--- src/hdl/cmfs_pkg.sv ---
`timescale 1ns / 1ps

package cmfs_pkg;

  localparam int COMP_WIDTH_DEF = 16;
  localparam int FRAC_BITS_DEF  = 14;
  localparam int FACE_W         = 3;

  typedef enum logic [1:0] {
    AXIS_X = 2'd0,
    AXIS_Y = 2'd1,
    AXIS_Z = 2'd2
  } axis_t;

  typedef struct packed {
    logic [FACE_W-1:0] face;
    logic              neg_s;
    logic              neg_t;
    logic              zero;
  } side_t;

endpackage

--- src/hdl/cmfs_if.sv ---
`timescale 1ns / 1ps

interface cmfs_in_if #(
  parameter int COMP_WIDTH = cmfs_pkg::COMP_WIDTH_DEF
);
  logic                         valid;
  logic                         ready;
  logic signed [COMP_WIDTH-1:0] dir_x;
  logic signed [COMP_WIDTH-1:0] dir_y;
  logic signed [COMP_WIDTH-1:0] dir_z;

  modport source (output valid, output dir_x, output dir_y, output dir_z, input ready);
  modport sink   (input valid, input dir_x, input dir_y, input dir_z, output ready);
endinterface

interface cmfs_out_if #(
  parameter int COMP_WIDTH = cmfs_pkg::COMP_WIDTH_DEF
);
  logic                          valid;
  logic                          ready;
  logic [cmfs_pkg::FACE_W-1:0]   face_index;
  logic signed [COMP_WIDTH-1:0]  coord_s;
  logic signed [COMP_WIDTH-1:0]  coord_t;
  logic                          zero_vector;

  modport source (output valid, output face_index, output coord_s, output coord_t,
                  output zero_vector, input ready);
  modport sink   (input valid, input face_index, input coord_s, input coord_t,
                  input zero_vector, output ready);
endinterface

--- src/hdl/cmfs_select.sv ---
`timescale 1ns / 1ps

module cmfs_select #(
  parameter int COMP_WIDTH = cmfs_pkg::COMP_WIDTH_DEF,
  parameter int FRAC_BITS  = cmfs_pkg::FRAC_BITS_DEF
) (
  input  logic                               clk,
  input  logic                               rst_n,
  cmfs_in_if.sink                            in_ch,
  output logic                               o_vld,
  input  logic                               o_rdy,
  output cmfs_pkg::side_t                    o_side,
  output logic [COMP_WIDTH-1:0]              o_den,
  output logic [COMP_WIDTH+FRAC_BITS+1:0]    o_rem_s,
  output logic [COMP_WIDTH+FRAC_BITS+1:0]    o_rem_t
);

  localparam int W  = COMP_WIDTH;
  localparam int NW = COMP_WIDTH + FRAC_BITS + 2;

  logic [W-1:0]    mag_x, mag_y, mag_z;
  logic [W-1:0]    num_s, num_t, den;
  logic            neg_s, neg_t, neg_a, zero;
  cmfs_pkg::axis_t axis;
  cmfs_pkg::side_t side_nxt;

  logic            vld_r;
  cmfs_pkg::side_t side_r;
  logic [W-1:0]    den_r;
  logic [NW-1:0]   rem_s_r, rem_t_r;

  assign mag_x = in_ch.dir_x[W-1] ? $unsigned(-in_ch.dir_x) : $unsigned(in_ch.dir_x);
  assign mag_y = in_ch.dir_y[W-1] ? $unsigned(-in_ch.dir_y) : $unsigned(in_ch.dir_y);
  assign mag_z = in_ch.dir_z[W-1] ? $unsigned(-in_ch.dir_z) : $unsigned(in_ch.dir_z);

  assign zero = (mag_x == '0) && (mag_y == '0) && (mag_z == '0);

  always_comb begin
    if (mag_x >= mag_y && mag_x >= mag_z) begin
      axis = cmfs_pkg::AXIS_X;
    end else if (mag_y >= mag_z) begin
      axis = cmfs_pkg::AXIS_Y;
    end else begin
      axis = cmfs_pkg::AXIS_Z;
    end
    case (axis)
      cmfs_pkg::AXIS_Y: begin
        den   = mag_y;
        neg_a = in_ch.dir_y[W-1];
        num_s = mag_z;
        neg_s = in_ch.dir_z[W-1];
        num_t = mag_x;
        neg_t = in_ch.dir_x[W-1];
      end
      cmfs_pkg::AXIS_Z: begin
        den   = mag_z;
        neg_a = in_ch.dir_z[W-1];
        num_s = mag_x;
        neg_s = in_ch.dir_x[W-1];
        num_t = mag_y;
        neg_t = in_ch.dir_y[W-1];
      end
      default: begin
        den   = mag_x;
        neg_a = in_ch.dir_x[W-1];
        num_s = mag_y;
        neg_s = in_ch.dir_y[W-1];
        num_t = mag_z;
        neg_t = in_ch.dir_z[W-1];
      end
    endcase
    side_nxt.face  = zero ? '0 : {axis, neg_a};
    side_nxt.neg_s = neg_s;
    side_nxt.neg_t = neg_t;
    side_nxt.zero  = zero;
  end

  assign in_ch.ready = !vld_r || o_rdy;

  always_ff @(posedge clk) begin
    if (!rst_n) begin
      vld_r <= 1'b0;
    end else if (in_ch.ready) begin
      vld_r <= in_ch.valid;
    end
  end

  // numerator of the rounded quotient: 2*num*2^F + den
  always_ff @(posedge clk) begin
    if (in_ch.valid && in_ch.ready) begin
      side_r  <= side_nxt;
      den_r   <= den;
      rem_s_r <= (NW'(num_s) << (FRAC_BITS + 1)) + NW'(den);
      rem_t_r <= (NW'(num_t) << (FRAC_BITS + 1)) + NW'(den);
    end
  end

  assign o_vld   = vld_r;
  assign o_side  = side_r;
  assign o_den   = den_r;
  assign o_rem_s = rem_s_r;
  assign o_rem_t = rem_t_r;

endmodule

--- src/hdl/cmfs_div_cell.sv ---
`timescale 1ns / 1ps

module cmfs_div_cell #(
  parameter int COMP_WIDTH = cmfs_pkg::COMP_WIDTH_DEF,
  parameter int FRAC_BITS  = cmfs_pkg::FRAC_BITS_DEF,
  parameter int SH         = 0
) (
  input  logic                               clk,
  input  logic                               rst_n,
  input  logic                               i_vld,
  output logic                               i_rdy,
  input  cmfs_pkg::side_t                    i_side,
  input  logic [COMP_WIDTH-1:0]              i_den,
  input  logic [COMP_WIDTH+FRAC_BITS+1:0]    i_rem_s,
  input  logic [COMP_WIDTH+FRAC_BITS+1:0]    i_rem_t,
  input  logic [FRAC_BITS:0]                 i_q_s,
  input  logic [FRAC_BITS:0]                 i_q_t,
  output logic                               o_vld,
  input  logic                               o_rdy,
  output cmfs_pkg::side_t                    o_side,
  output logic [COMP_WIDTH-1:0]              o_den,
  output logic [COMP_WIDTH+FRAC_BITS+1:0]    o_rem_s,
  output logic [COMP_WIDTH+FRAC_BITS+1:0]    o_rem_t,
  output logic [FRAC_BITS:0]                 o_q_s,
  output logic [FRAC_BITS:0]                 o_q_t
);

  localparam int W  = COMP_WIDTH;
  localparam int NW = COMP_WIDTH + FRAC_BITS + 2;
  localparam int QW = FRAC_BITS + 1;

  logic [NW-1:0]   trial;
  logic            ge_s, ge_t;
  logic [NW-1:0]   rem_s_nxt, rem_t_nxt;
  logic [QW-1:0]   q_s_nxt, q_t_nxt;

  logic            vld_r;
  cmfs_pkg::side_t side_r;
  logic [W-1:0]    den_r;
  logic [NW-1:0]   rem_s_r, rem_t_r;
  logic [QW-1:0]   q_s_r, q_t_r;

  // trial subtract of 2*den weighted by this cell's quotient bit
  assign trial     = NW'({i_den, 1'b0}) << SH;
  assign ge_s      = i_rem_s >= trial;
  assign ge_t      = i_rem_t >= trial;
  assign rem_s_nxt = ge_s ? i_rem_s - trial : i_rem_s;
  assign rem_t_nxt = ge_t ? i_rem_t - trial : i_rem_t;
  assign q_s_nxt   = i_q_s | (ge_s ? (QW'(1) << SH) : '0);
  assign q_t_nxt   = i_q_t | (ge_t ? (QW'(1) << SH) : '0);

  assign i_rdy = !vld_r || o_rdy;

  always_ff @(posedge clk) begin
    if (!rst_n) begin
      vld_r <= 1'b0;
    end else if (i_rdy) begin
      vld_r <= i_vld;
    end
  end

  always_ff @(posedge clk) begin
    if (i_vld && i_rdy) begin
      side_r  <= i_side;
      den_r   <= i_den;
      rem_s_r <= rem_s_nxt;
      rem_t_r <= rem_t_nxt;
      q_s_r   <= q_s_nxt;
      q_t_r   <= q_t_nxt;
    end
  end

  assign o_vld   = vld_r;
  assign o_side  = side_r;
  assign o_den   = den_r;
  assign o_rem_s = rem_s_r;
  assign o_rem_t = rem_t_r;
  assign o_q_s   = q_s_r;
  assign o_q_t   = q_t_r;

endmodule

--- src/hdl/cmfs_out_stage.sv ---
`timescale 1ns / 1ps

module cmfs_out_stage #(
  parameter int COMP_WIDTH = cmfs_pkg::COMP_WIDTH_DEF,
  parameter int FRAC_BITS  = cmfs_pkg::FRAC_BITS_DEF
) (
  input  logic                  clk,
  input  logic                  rst_n,
  input  logic                  i_vld,
  output logic                  i_rdy,
  input  cmfs_pkg::side_t       i_side,
  input  logic [FRAC_BITS:0]    i_q_s,
  input  logic [FRAC_BITS:0]    i_q_t,
  cmfs_out_if.source            out_ch
);

  localparam int W  = COMP_WIDTH;
  localparam int QW = FRAC_BITS + 1;
  localparam int XW = QW + COMP_WIDTH;

  logic [XW-1:0]               qx_s, qx_t, sv_s, sv_t;
  logic [W-1:0]                coord_s_nxt, coord_t_nxt;

  logic                        vld_r;
  logic [cmfs_pkg::FACE_W-1:0] face_r;
  logic [W-1:0]                coord_s_r, coord_t_r;
  logic                        zero_r;

  assign qx_s = XW'(i_q_s);
  assign qx_t = XW'(i_q_t);
  assign sv_s = i_side.neg_s ? (~qx_s + XW'(1)) : qx_s;
  assign sv_t = i_side.neg_t ? (~qx_t + XW'(1)) : qx_t;

  assign coord_s_nxt = i_side.zero ? '0 : sv_s[W-1:0];
  assign coord_t_nxt = i_side.zero ? '0 : sv_t[W-1:0];

  assign i_rdy = !vld_r || out_ch.ready;

  always_ff @(posedge clk) begin
    if (!rst_n) begin
      vld_r <= 1'b0;
    end else if (i_rdy) begin
      vld_r <= i_vld;
    end
  end

  always_ff @(posedge clk) begin
    if (i_vld && i_rdy) begin
      face_r    <= i_side.face;
      coord_s_r <= coord_s_nxt;
      coord_t_r <= coord_t_nxt;
      zero_r    <= i_side.zero;
    end
  end

  assign out_ch.valid       = vld_r;
  assign out_ch.face_index  = face_r;
  assign out_ch.coord_s     = $signed(coord_s_r);
  assign out_ch.coord_t     = $signed(coord_t_r);
  assign out_ch.zero_vector = zero_r;

endmodule

--- src/hdl/cube_map_face_select_unit.sv ---
`timescale 1ns / 1ps

// channel | dir | signals                                           | beat when
// --------+-----+---------------------------------------------------+-------------
// in_ch   | in  | valid ready dir_x dir_y dir_z                     | valid&ready
// out_ch  | out | valid ready face_index coord_s coord_t zero_vector | valid&ready
//
// One beat per cycle sustained while out_ch is not stalled. Stages in order:
// one select stage, FRAC_BITS+1 divider cells (one quotient bit each), one
// output register. The cell row makes up most of the stages.
// Synchronous active-low reset clears every stage valid.
// Each stage holds its beat on a stall and takes a new one as soon as the
// stage after it moves, so bubbles collapse.

module cube_map_face_select_unit #(
  parameter int COMP_WIDTH = cmfs_pkg::COMP_WIDTH_DEF,
  parameter int FRAC_BITS  = cmfs_pkg::FRAC_BITS_DEF
) (
  input  logic        clk,
  input  logic        rst_n,
  cmfs_in_if.sink     in_ch,
  cmfs_out_if.source  out_ch
);

  localparam int W  = COMP_WIDTH;
  localparam int NW = COMP_WIDTH + FRAC_BITS + 2;
  localparam int QW = FRAC_BITS + 1;
  localparam int NC = FRAC_BITS + 1;

  logic            vld  [NC+1];
  logic            rdy  [NC+1];
  cmfs_pkg::side_t side [NC+1];
  logic [W-1:0]    den  [NC+1];
  logic [NW-1:0]   rem_s[NC+1];
  logic [NW-1:0]   rem_t[NC+1];
  logic [QW-1:0]   q_s  [NC+1];
  logic [QW-1:0]   q_t  [NC+1];

  cmfs_select #(
    .COMP_WIDTH(COMP_WIDTH),
    .FRAC_BITS (FRAC_BITS)
  ) u_select (
    .clk    (clk),
    .rst_n  (rst_n),
    .in_ch  (in_ch),
    .o_vld  (vld[0]),
    .o_rdy  (rdy[0]),
    .o_side (side[0]),
    .o_den  (den[0]),
    .o_rem_s(rem_s[0]),
    .o_rem_t(rem_t[0])
  );

  assign q_s[0] = '0;
  assign q_t[0] = '0;

  for (genvar k = 0; k < NC; k++) begin : g_cell
    cmfs_div_cell #(
      .COMP_WIDTH(COMP_WIDTH),
      .FRAC_BITS (FRAC_BITS),
      .SH        (FRAC_BITS - k)
    ) u_cell (
      .clk    (clk),
      .rst_n  (rst_n),
      .i_vld  (vld[k]),
      .i_rdy  (rdy[k]),
      .i_side (side[k]),
      .i_den  (den[k]),
      .i_rem_s(rem_s[k]),
      .i_rem_t(rem_t[k]),
      .i_q_s  (q_s[k]),
      .i_q_t  (q_t[k]),
      .o_vld  (vld[k+1]),
      .o_rdy  (rdy[k+1]),
      .o_side (side[k+1]),
      .o_den  (den[k+1]),
      .o_rem_s(rem_s[k+1]),
      .o_rem_t(rem_t[k+1]),
      .o_q_s  (q_s[k+1]),
      .o_q_t  (q_t[k+1])
    );
  end

  cmfs_out_stage #(
    .COMP_WIDTH(COMP_WIDTH),
    .FRAC_BITS (FRAC_BITS)
  ) u_out (
    .clk   (clk),
    .rst_n (rst_n),
    .i_vld (vld[NC]),
    .i_rdy (rdy[NC]),
    .i_side(side[NC]),
    .i_q_s (q_s[NC]),
    .i_q_t (q_t[NC]),
    .out_ch(out_ch)
  );

  a_reset_idle: assert property (@(posedge clk)
    !rst_n |=> !out_ch.valid && !vld[0])
    else $error("pipeline valid set after reset");

  a_accept_lands: assert property (@(posedge clk) disable iff (!rst_n)
    in_ch.valid && in_ch.ready |=> vld[0])
    else $error("accepted beat missing from select stage");

  a_zero_forced: assert property (@(posedge clk) disable iff (!rst_n)
    out_ch.valid && out_ch.zero_vector |->
      out_ch.face_index == '0 && out_ch.coord_s == '0 && out_ch.coord_t == '0)
    else $error("zero vector beat carries nonzero face or coordinates");

  a_last_cell_held: assert property (@(posedge clk) disable iff (!rst_n)
    vld[NC] && !rdy[NC] |=> vld[NC] && $stable(q_s[NC]) && $stable(q_t[NC]))
    else $error("last divider cell lost a stalled beat");

endmodule

--- src/flat_wrapper.sv ---
// flat-port wrapper written by rule: the top's interface ports become plain ports
module cube_map_face_select_unit_flat 
#(
  parameter int COMP_WIDTH = cmfs_pkg::COMP_WIDTH_DEF,
  parameter int FRAC_BITS  = cmfs_pkg::FRAC_BITS_DEF
)
  (clk, rst_n, in_ch_valid, in_ch_dir_x, in_ch_dir_y, in_ch_dir_z, in_ch_ready, out_ch_valid, out_ch_face_index, out_ch_coord_s, out_ch_coord_t, out_ch_zero_vector, out_ch_ready);
  cmfs_in_if #(.COMP_WIDTH(COMP_WIDTH)) in_ch_i ();
  cmfs_out_if #(.COMP_WIDTH(COMP_WIDTH)) out_ch_i ();
  input  logic clk;
  input  logic rst_n;
  input wire logic [$bits(in_ch_i.valid)-1:0] in_ch_valid;
  input wire logic [$bits(in_ch_i.dir_x)-1:0] in_ch_dir_x;
  input wire logic [$bits(in_ch_i.dir_y)-1:0] in_ch_dir_y;
  input wire logic [$bits(in_ch_i.dir_z)-1:0] in_ch_dir_z;
  output wire logic [$bits(in_ch_i.ready)-1:0] in_ch_ready;
  output wire logic [$bits(out_ch_i.valid)-1:0] out_ch_valid;
  output wire logic [$bits(out_ch_i.face_index)-1:0] out_ch_face_index;
  output wire logic [$bits(out_ch_i.coord_s)-1:0] out_ch_coord_s;
  output wire logic [$bits(out_ch_i.coord_t)-1:0] out_ch_coord_t;
  output wire logic [$bits(out_ch_i.zero_vector)-1:0] out_ch_zero_vector;
  input wire logic [$bits(out_ch_i.ready)-1:0] out_ch_ready;
  assign in_ch_i.valid = in_ch_valid;
  assign in_ch_i.dir_x = in_ch_dir_x;
  assign in_ch_i.dir_y = in_ch_dir_y;
  assign in_ch_i.dir_z = in_ch_dir_z;
  assign in_ch_ready = in_ch_i.ready;
  assign out_ch_valid = out_ch_i.valid;
  assign out_ch_face_index = out_ch_i.face_index;
  assign out_ch_coord_s = out_ch_i.coord_s;
  assign out_ch_coord_t = out_ch_i.coord_t;
  assign out_ch_zero_vector = out_ch_i.zero_vector;
  assign out_ch_i.ready = out_ch_ready;
  cube_map_face_select_unit #(.COMP_WIDTH(COMP_WIDTH), .FRAC_BITS(FRAC_BITS)) u_core (.clk(clk), .rst_n(rst_n), .in_ch(in_ch_i), .out_ch(out_ch_i));
endmodule
--- config.mk ---
export PLATFORM = sky130hd
export DESIGN_NAME = cube_map_face_select_unit_flat
export DESIGN_NICKNAME = d
export VERILOG_FILES = /design/src/hdl/cmfs_pkg.sv /design/src/hdl/cmfs_if.sv /design/src/hdl/cmfs_select.sv /design/src/hdl/cmfs_div_cell.sv /design/src/hdl/cmfs_out_stage.sv /design/src/hdl/cube_map_face_select_unit.sv /design/src/flat_wrapper.sv
export SDC_FILE = /design/constraint.sdc
export NUM_CORES = 2
export LEC_CHECK = 0
export BUFFER_PORTS_ARGS = -buffer_cell sky130_fd_sc_hd__buf_2
export CORE_ASPECT_RATIO = 1.1
export CORE_MARGIN = 1
export CORE_UTILIZATION = 65
export DETAILED_ROUTE_END_ITERATION = 8
export PLACE_DENSITY = 0.86
export SYNTH_ARGS = -nofsm -noshare
export SYNTH_HDL_FRONTEND = slang
export SYNTH_SLANG_ARGS = --single-unit
--- constraint.sdc ---
create_clock -name clk -period 13.95 [get_ports clk]
set_input_delay 0.6975 -clock clk [delete_from_list [all_inputs] [get_ports clk]]
set_output_delay 0.6975 -clock clk [all_outputs]
set_load 0.03 [all_outputs]
==> impl_metrics.env <==
export IMPL_fin_nets=7474
export IMPL_async_flop_share_pct=0
export IMPL_routed_via_density=6.29
export IMPL_p_seq_share_pct=48.3
export IMPL_critPathLaunchType="input port"
export IMPL_grt_pass1_vias=52000
export IMPL_cts_tree="built"
export IMPL_hold_violations=0
export IMPL_post_cts_buffers=0
export IMPL_grt_overflow=0
export IMPL_clock_tree_root_cell="clkbuf_16"
export IMPL_n_fill_cell=7690
export IMPL_worstPathRequired_ns=14.45
export IMPL_swShare_pct=25.3
export IMPL_power_switching_mw=2.41
export IMPL_final_common_cell="edfxtp_1"
export IMPL_port_buffers=89
export IMPL_period_share_pct=51.0
export IMPL_yosys_top_cells_area="edfxtp_1, ha_1, xnor2_1, a21oi_1, xor2_1"
export IMPL_coreArea_um2=114000
export IMPL_post_place_ws_ns=6.36
export IMPL_drcViolationCount=0
export IMPL_numCtsBuffers=132
export IMPL_synth_edf_count=1304
export IMPL_path_clk_slew_ns=0.06
export IMPL_dieArea_um2=116000
export IMPL_r2r_slack_ns=9.06
export IMPL_yosysSeqAreaShare_pct=52.9
export IMPL_synth_area_per_cell_um2=11.1
export IMPL_cpLargestDelayFamily="compound AO/OA/AOI/OAI gates"
export IMPL_slowest_stage="xor2_1"
export IMPL_die_h_um=357
export IMPL_clk_latency_ns=0.76
export IMPL_comb_power_share_pct=13.1
export IMPL_crit_arrival_ns=7.61
export IMPL_clkSinkCount=1321
export IMPL_cpPeakStageDelay_ns=0.76
export IMPL_criticalPathCategory="in -> reg"
export IMPL_synthCells=6737
export IMPL_multiInputGateArea_um2=33000
export IMPL_tns_ns=0
export IMPL_hpwlAfterDp_mm=137
export IMPL_drt_first_pass_iters=6
export IMPL_relSlewSlack_pct=21.9
export IMPL_holdBufCountCts=0
export IMPL_critical_path_max_fanout=49
export IMPL_pwr_share_clk_pct=38.6
export IMPL_register_area_um2=39500
export IMPL_hp_class="in -> reg"
export IMPL_wl_per_cell_um=21.6
export IMPL_cts_htree_levels=4
export IMPL_grt_max_degree=85
export IMPL_die_width_um=325
export IMPL_clk_path_buf_depth=3
export IMPL_powerDensity_nw_per_um2=117
export IMPL_cap_violations=0
export IMPL_period_needed_ns=7.12
export IMPL_grt_use_total_pct=31.3
export IMPL_setup_ws_ns=6.83
export IMPL_grt_pass1_wl_mm=283
export IMPL_ys_warn_count=0
export IMPL_finalClockSkew_ns=0.0287
export IMPL_leakagePower_nw=30.3
export IMPL_syn_cell_area_um2=74600
export IMPL_start_util_pct=65.4
export IMPL_crit_buf_inv=4
export IMPL_finalSetupViolCount=0
export IMPL_antenna_found_initial=4
export IMPL_drive_gt1_share_pct=7.40
export IMPL_ys_seq_elements=1321
export IMPL_vdd_drop_max_mv=0.102
export IMPL_fmax_mhz=141
export IMPL_cts_repair_resized=0
export IMPL_rsz0062_at_grt="no"
export IMPL_crit_top_cell="ha_1"
export IMPL_p_int_mw=7.09
export IMPL_worstSetupEndpointType="flop"
export IMPL_ys_types=84
export IMPL_status="finished clean"
export IMPL_ys_flop_type="edfxtp_1"
export IMPL_final_cell_mix="edfxtp_1, nor2_1, nand2_1"
export IMPL_syn_to_final_growth_pct=9.30
export IMPL_slew_viol_final=0
export IMPL_synth_top_cell_by_area="edfxtp_1"
export IMPL_vias=53500
export IMPL_ant_nets=0
export IMPL_synth_top_area_share_pct=52.5
export IMPL_io_pins=90
export IMPL_drt_wl_total_mm=184
export IMPL_rows=130
export IMPL_drt_initial_drc_count=5067
export IMPL_worst_slew_pin_slew_ns=1.17
export IMPL_gp_congestion=0.964
## Yosys cell counts (49+ instances only)
library cell,number
nor4_1,99
nand2b_1,73
ha_1,520
xnor2_1,330
nor2_1,533
nand4_1,94
or3_1,68
o21ai_0,408
nand2_1,521
nor2b_1,95
mux2_2,75
xor2_1,276
inv_1,489
o21a_1,49
clkbuf_1,119
a21o_1,157
a21oi_1,509
nand3_1,126
nor3_1,158
a21boi_0,73
edfxtp_1,1304
o31ai_1,71
## kinds of logic after synthesis
kind of cell / share of synthesized area (%)
and+or+nand+nor: 12.9
buffers and inverters: 3.16
other: 0.00503
muxes: 1.41
AOI/OAI and AO/OA: 13.0
DFF: 52.9
adders and majority gates: 9.47
xor gates and xnor gates: 7.16
## through the flow
stage / hold WS (ns) / instances / total power, mW / area [um^2] / utilization (%)
3_5_place_dp: 0.405 / 8258 / 5.83 / 77000 / 67.6
2_1_floorplan: 0.400 / 6738 / 5.46 / 74600 / -
3_3_place_gp: 0.400 / 8258 / 5.82 / 77000 / 67.6
5_1_grt: 0.378 / 8500 / 9.78 / 81500 / 71.5
4_1_cts: 0.327 / 8500 / 9.50 / 81500 / 71.5
6_report: 0.390 / 8503 / 9.50 / 81600 / 71.5
## worst min-delay path: stages
cell and delay, ns:
buf_2 0.14, nand2_1 0.06, o21ai_0 0.10
## flip-flops by register name (all words and copies together) (netlist names)
signal and cells:
u_core.g_cell.u_cell.o_q_s 120, u_core.u_select.o_vld 1, u_core.g_cell.u_cell.o_q_t 120, u_core.u_out.out_ch.coord_t 16, u_core.g_cell.u_cell.o_den 224, u_core.u_out.out_ch.coord_s 16
u_core.u_out.out_ch.valid 1, u_core.u_select.o_rem_s 17, u_core.g_cell.u_cell.o_rem_t 329, u_core.g_cell.u_cell.o_side 90, u_core.g_cell.u_cell.o_rem_s 329, u_core.u_select.o_side 6
u_core.u_out.out_ch.face_index 3, u_core.u_select.o_rem_t 17, u_core.u_select.o_den 16, u_core.u_out.out_ch.zero_vector 1, u_core.g_cell.u_cell.o_vld 15
## routing by layer
layer,share of wire [%],wire [um],vias up,track usage [%]
met1,39,72500,25500,38.3
met2,48,89000,2271,53.9
met3,6.6,12200,595,4.48
met5,0.015,27,-,0
met4,5.6,10200,4,16.5
li1,-,-,25100,-
## power groups by stage
stage          sequential [mW]  clock (mW)  combinational, mW
2_1_floorplan             4.59           0              0.867
3_3_place_gp              4.67           0               1.16
3_5_place_dp              4.66           0               1.17
4_1_cts                   4.59        3.71               1.21
5_1_grt                   4.59        3.84               1.34
6_report                  4.59        3.67               1.24
## layout make-up
class / count / area share, %
antenna: 3 / 0.00921
clock inverter: 88 / 1.25
timing repair buffer: 139 / 1.01
inverter: 490 / 2.26
multi-input combinational: 4790 / 40.5
sequential: 1321 / 48.4
clock buffer: 154 / 4.27
tap: 1518 / 2.33
## worst paths after layout
kind | start | to | cells after the start
worst max-delay path | in_ch_dir_y[0] | u_core.u_select.o_rem_s[24] | 25
worst min-delay path | in_ch_dir_x[0] | u_core.u_select.o_den[0] | 3
worst max register to register | u_core.g_cell[12].u_cell.o_rem_t[21] | u_core.g_cell[13].u_cell.o_rem_t[5] | 12
worst min register to register | u_core.g_cell[12].u_cell.o_side[3] | u_core.g_cell[13].u_cell.o_side[3] | 0
Power figures use the tool's default switching activity.
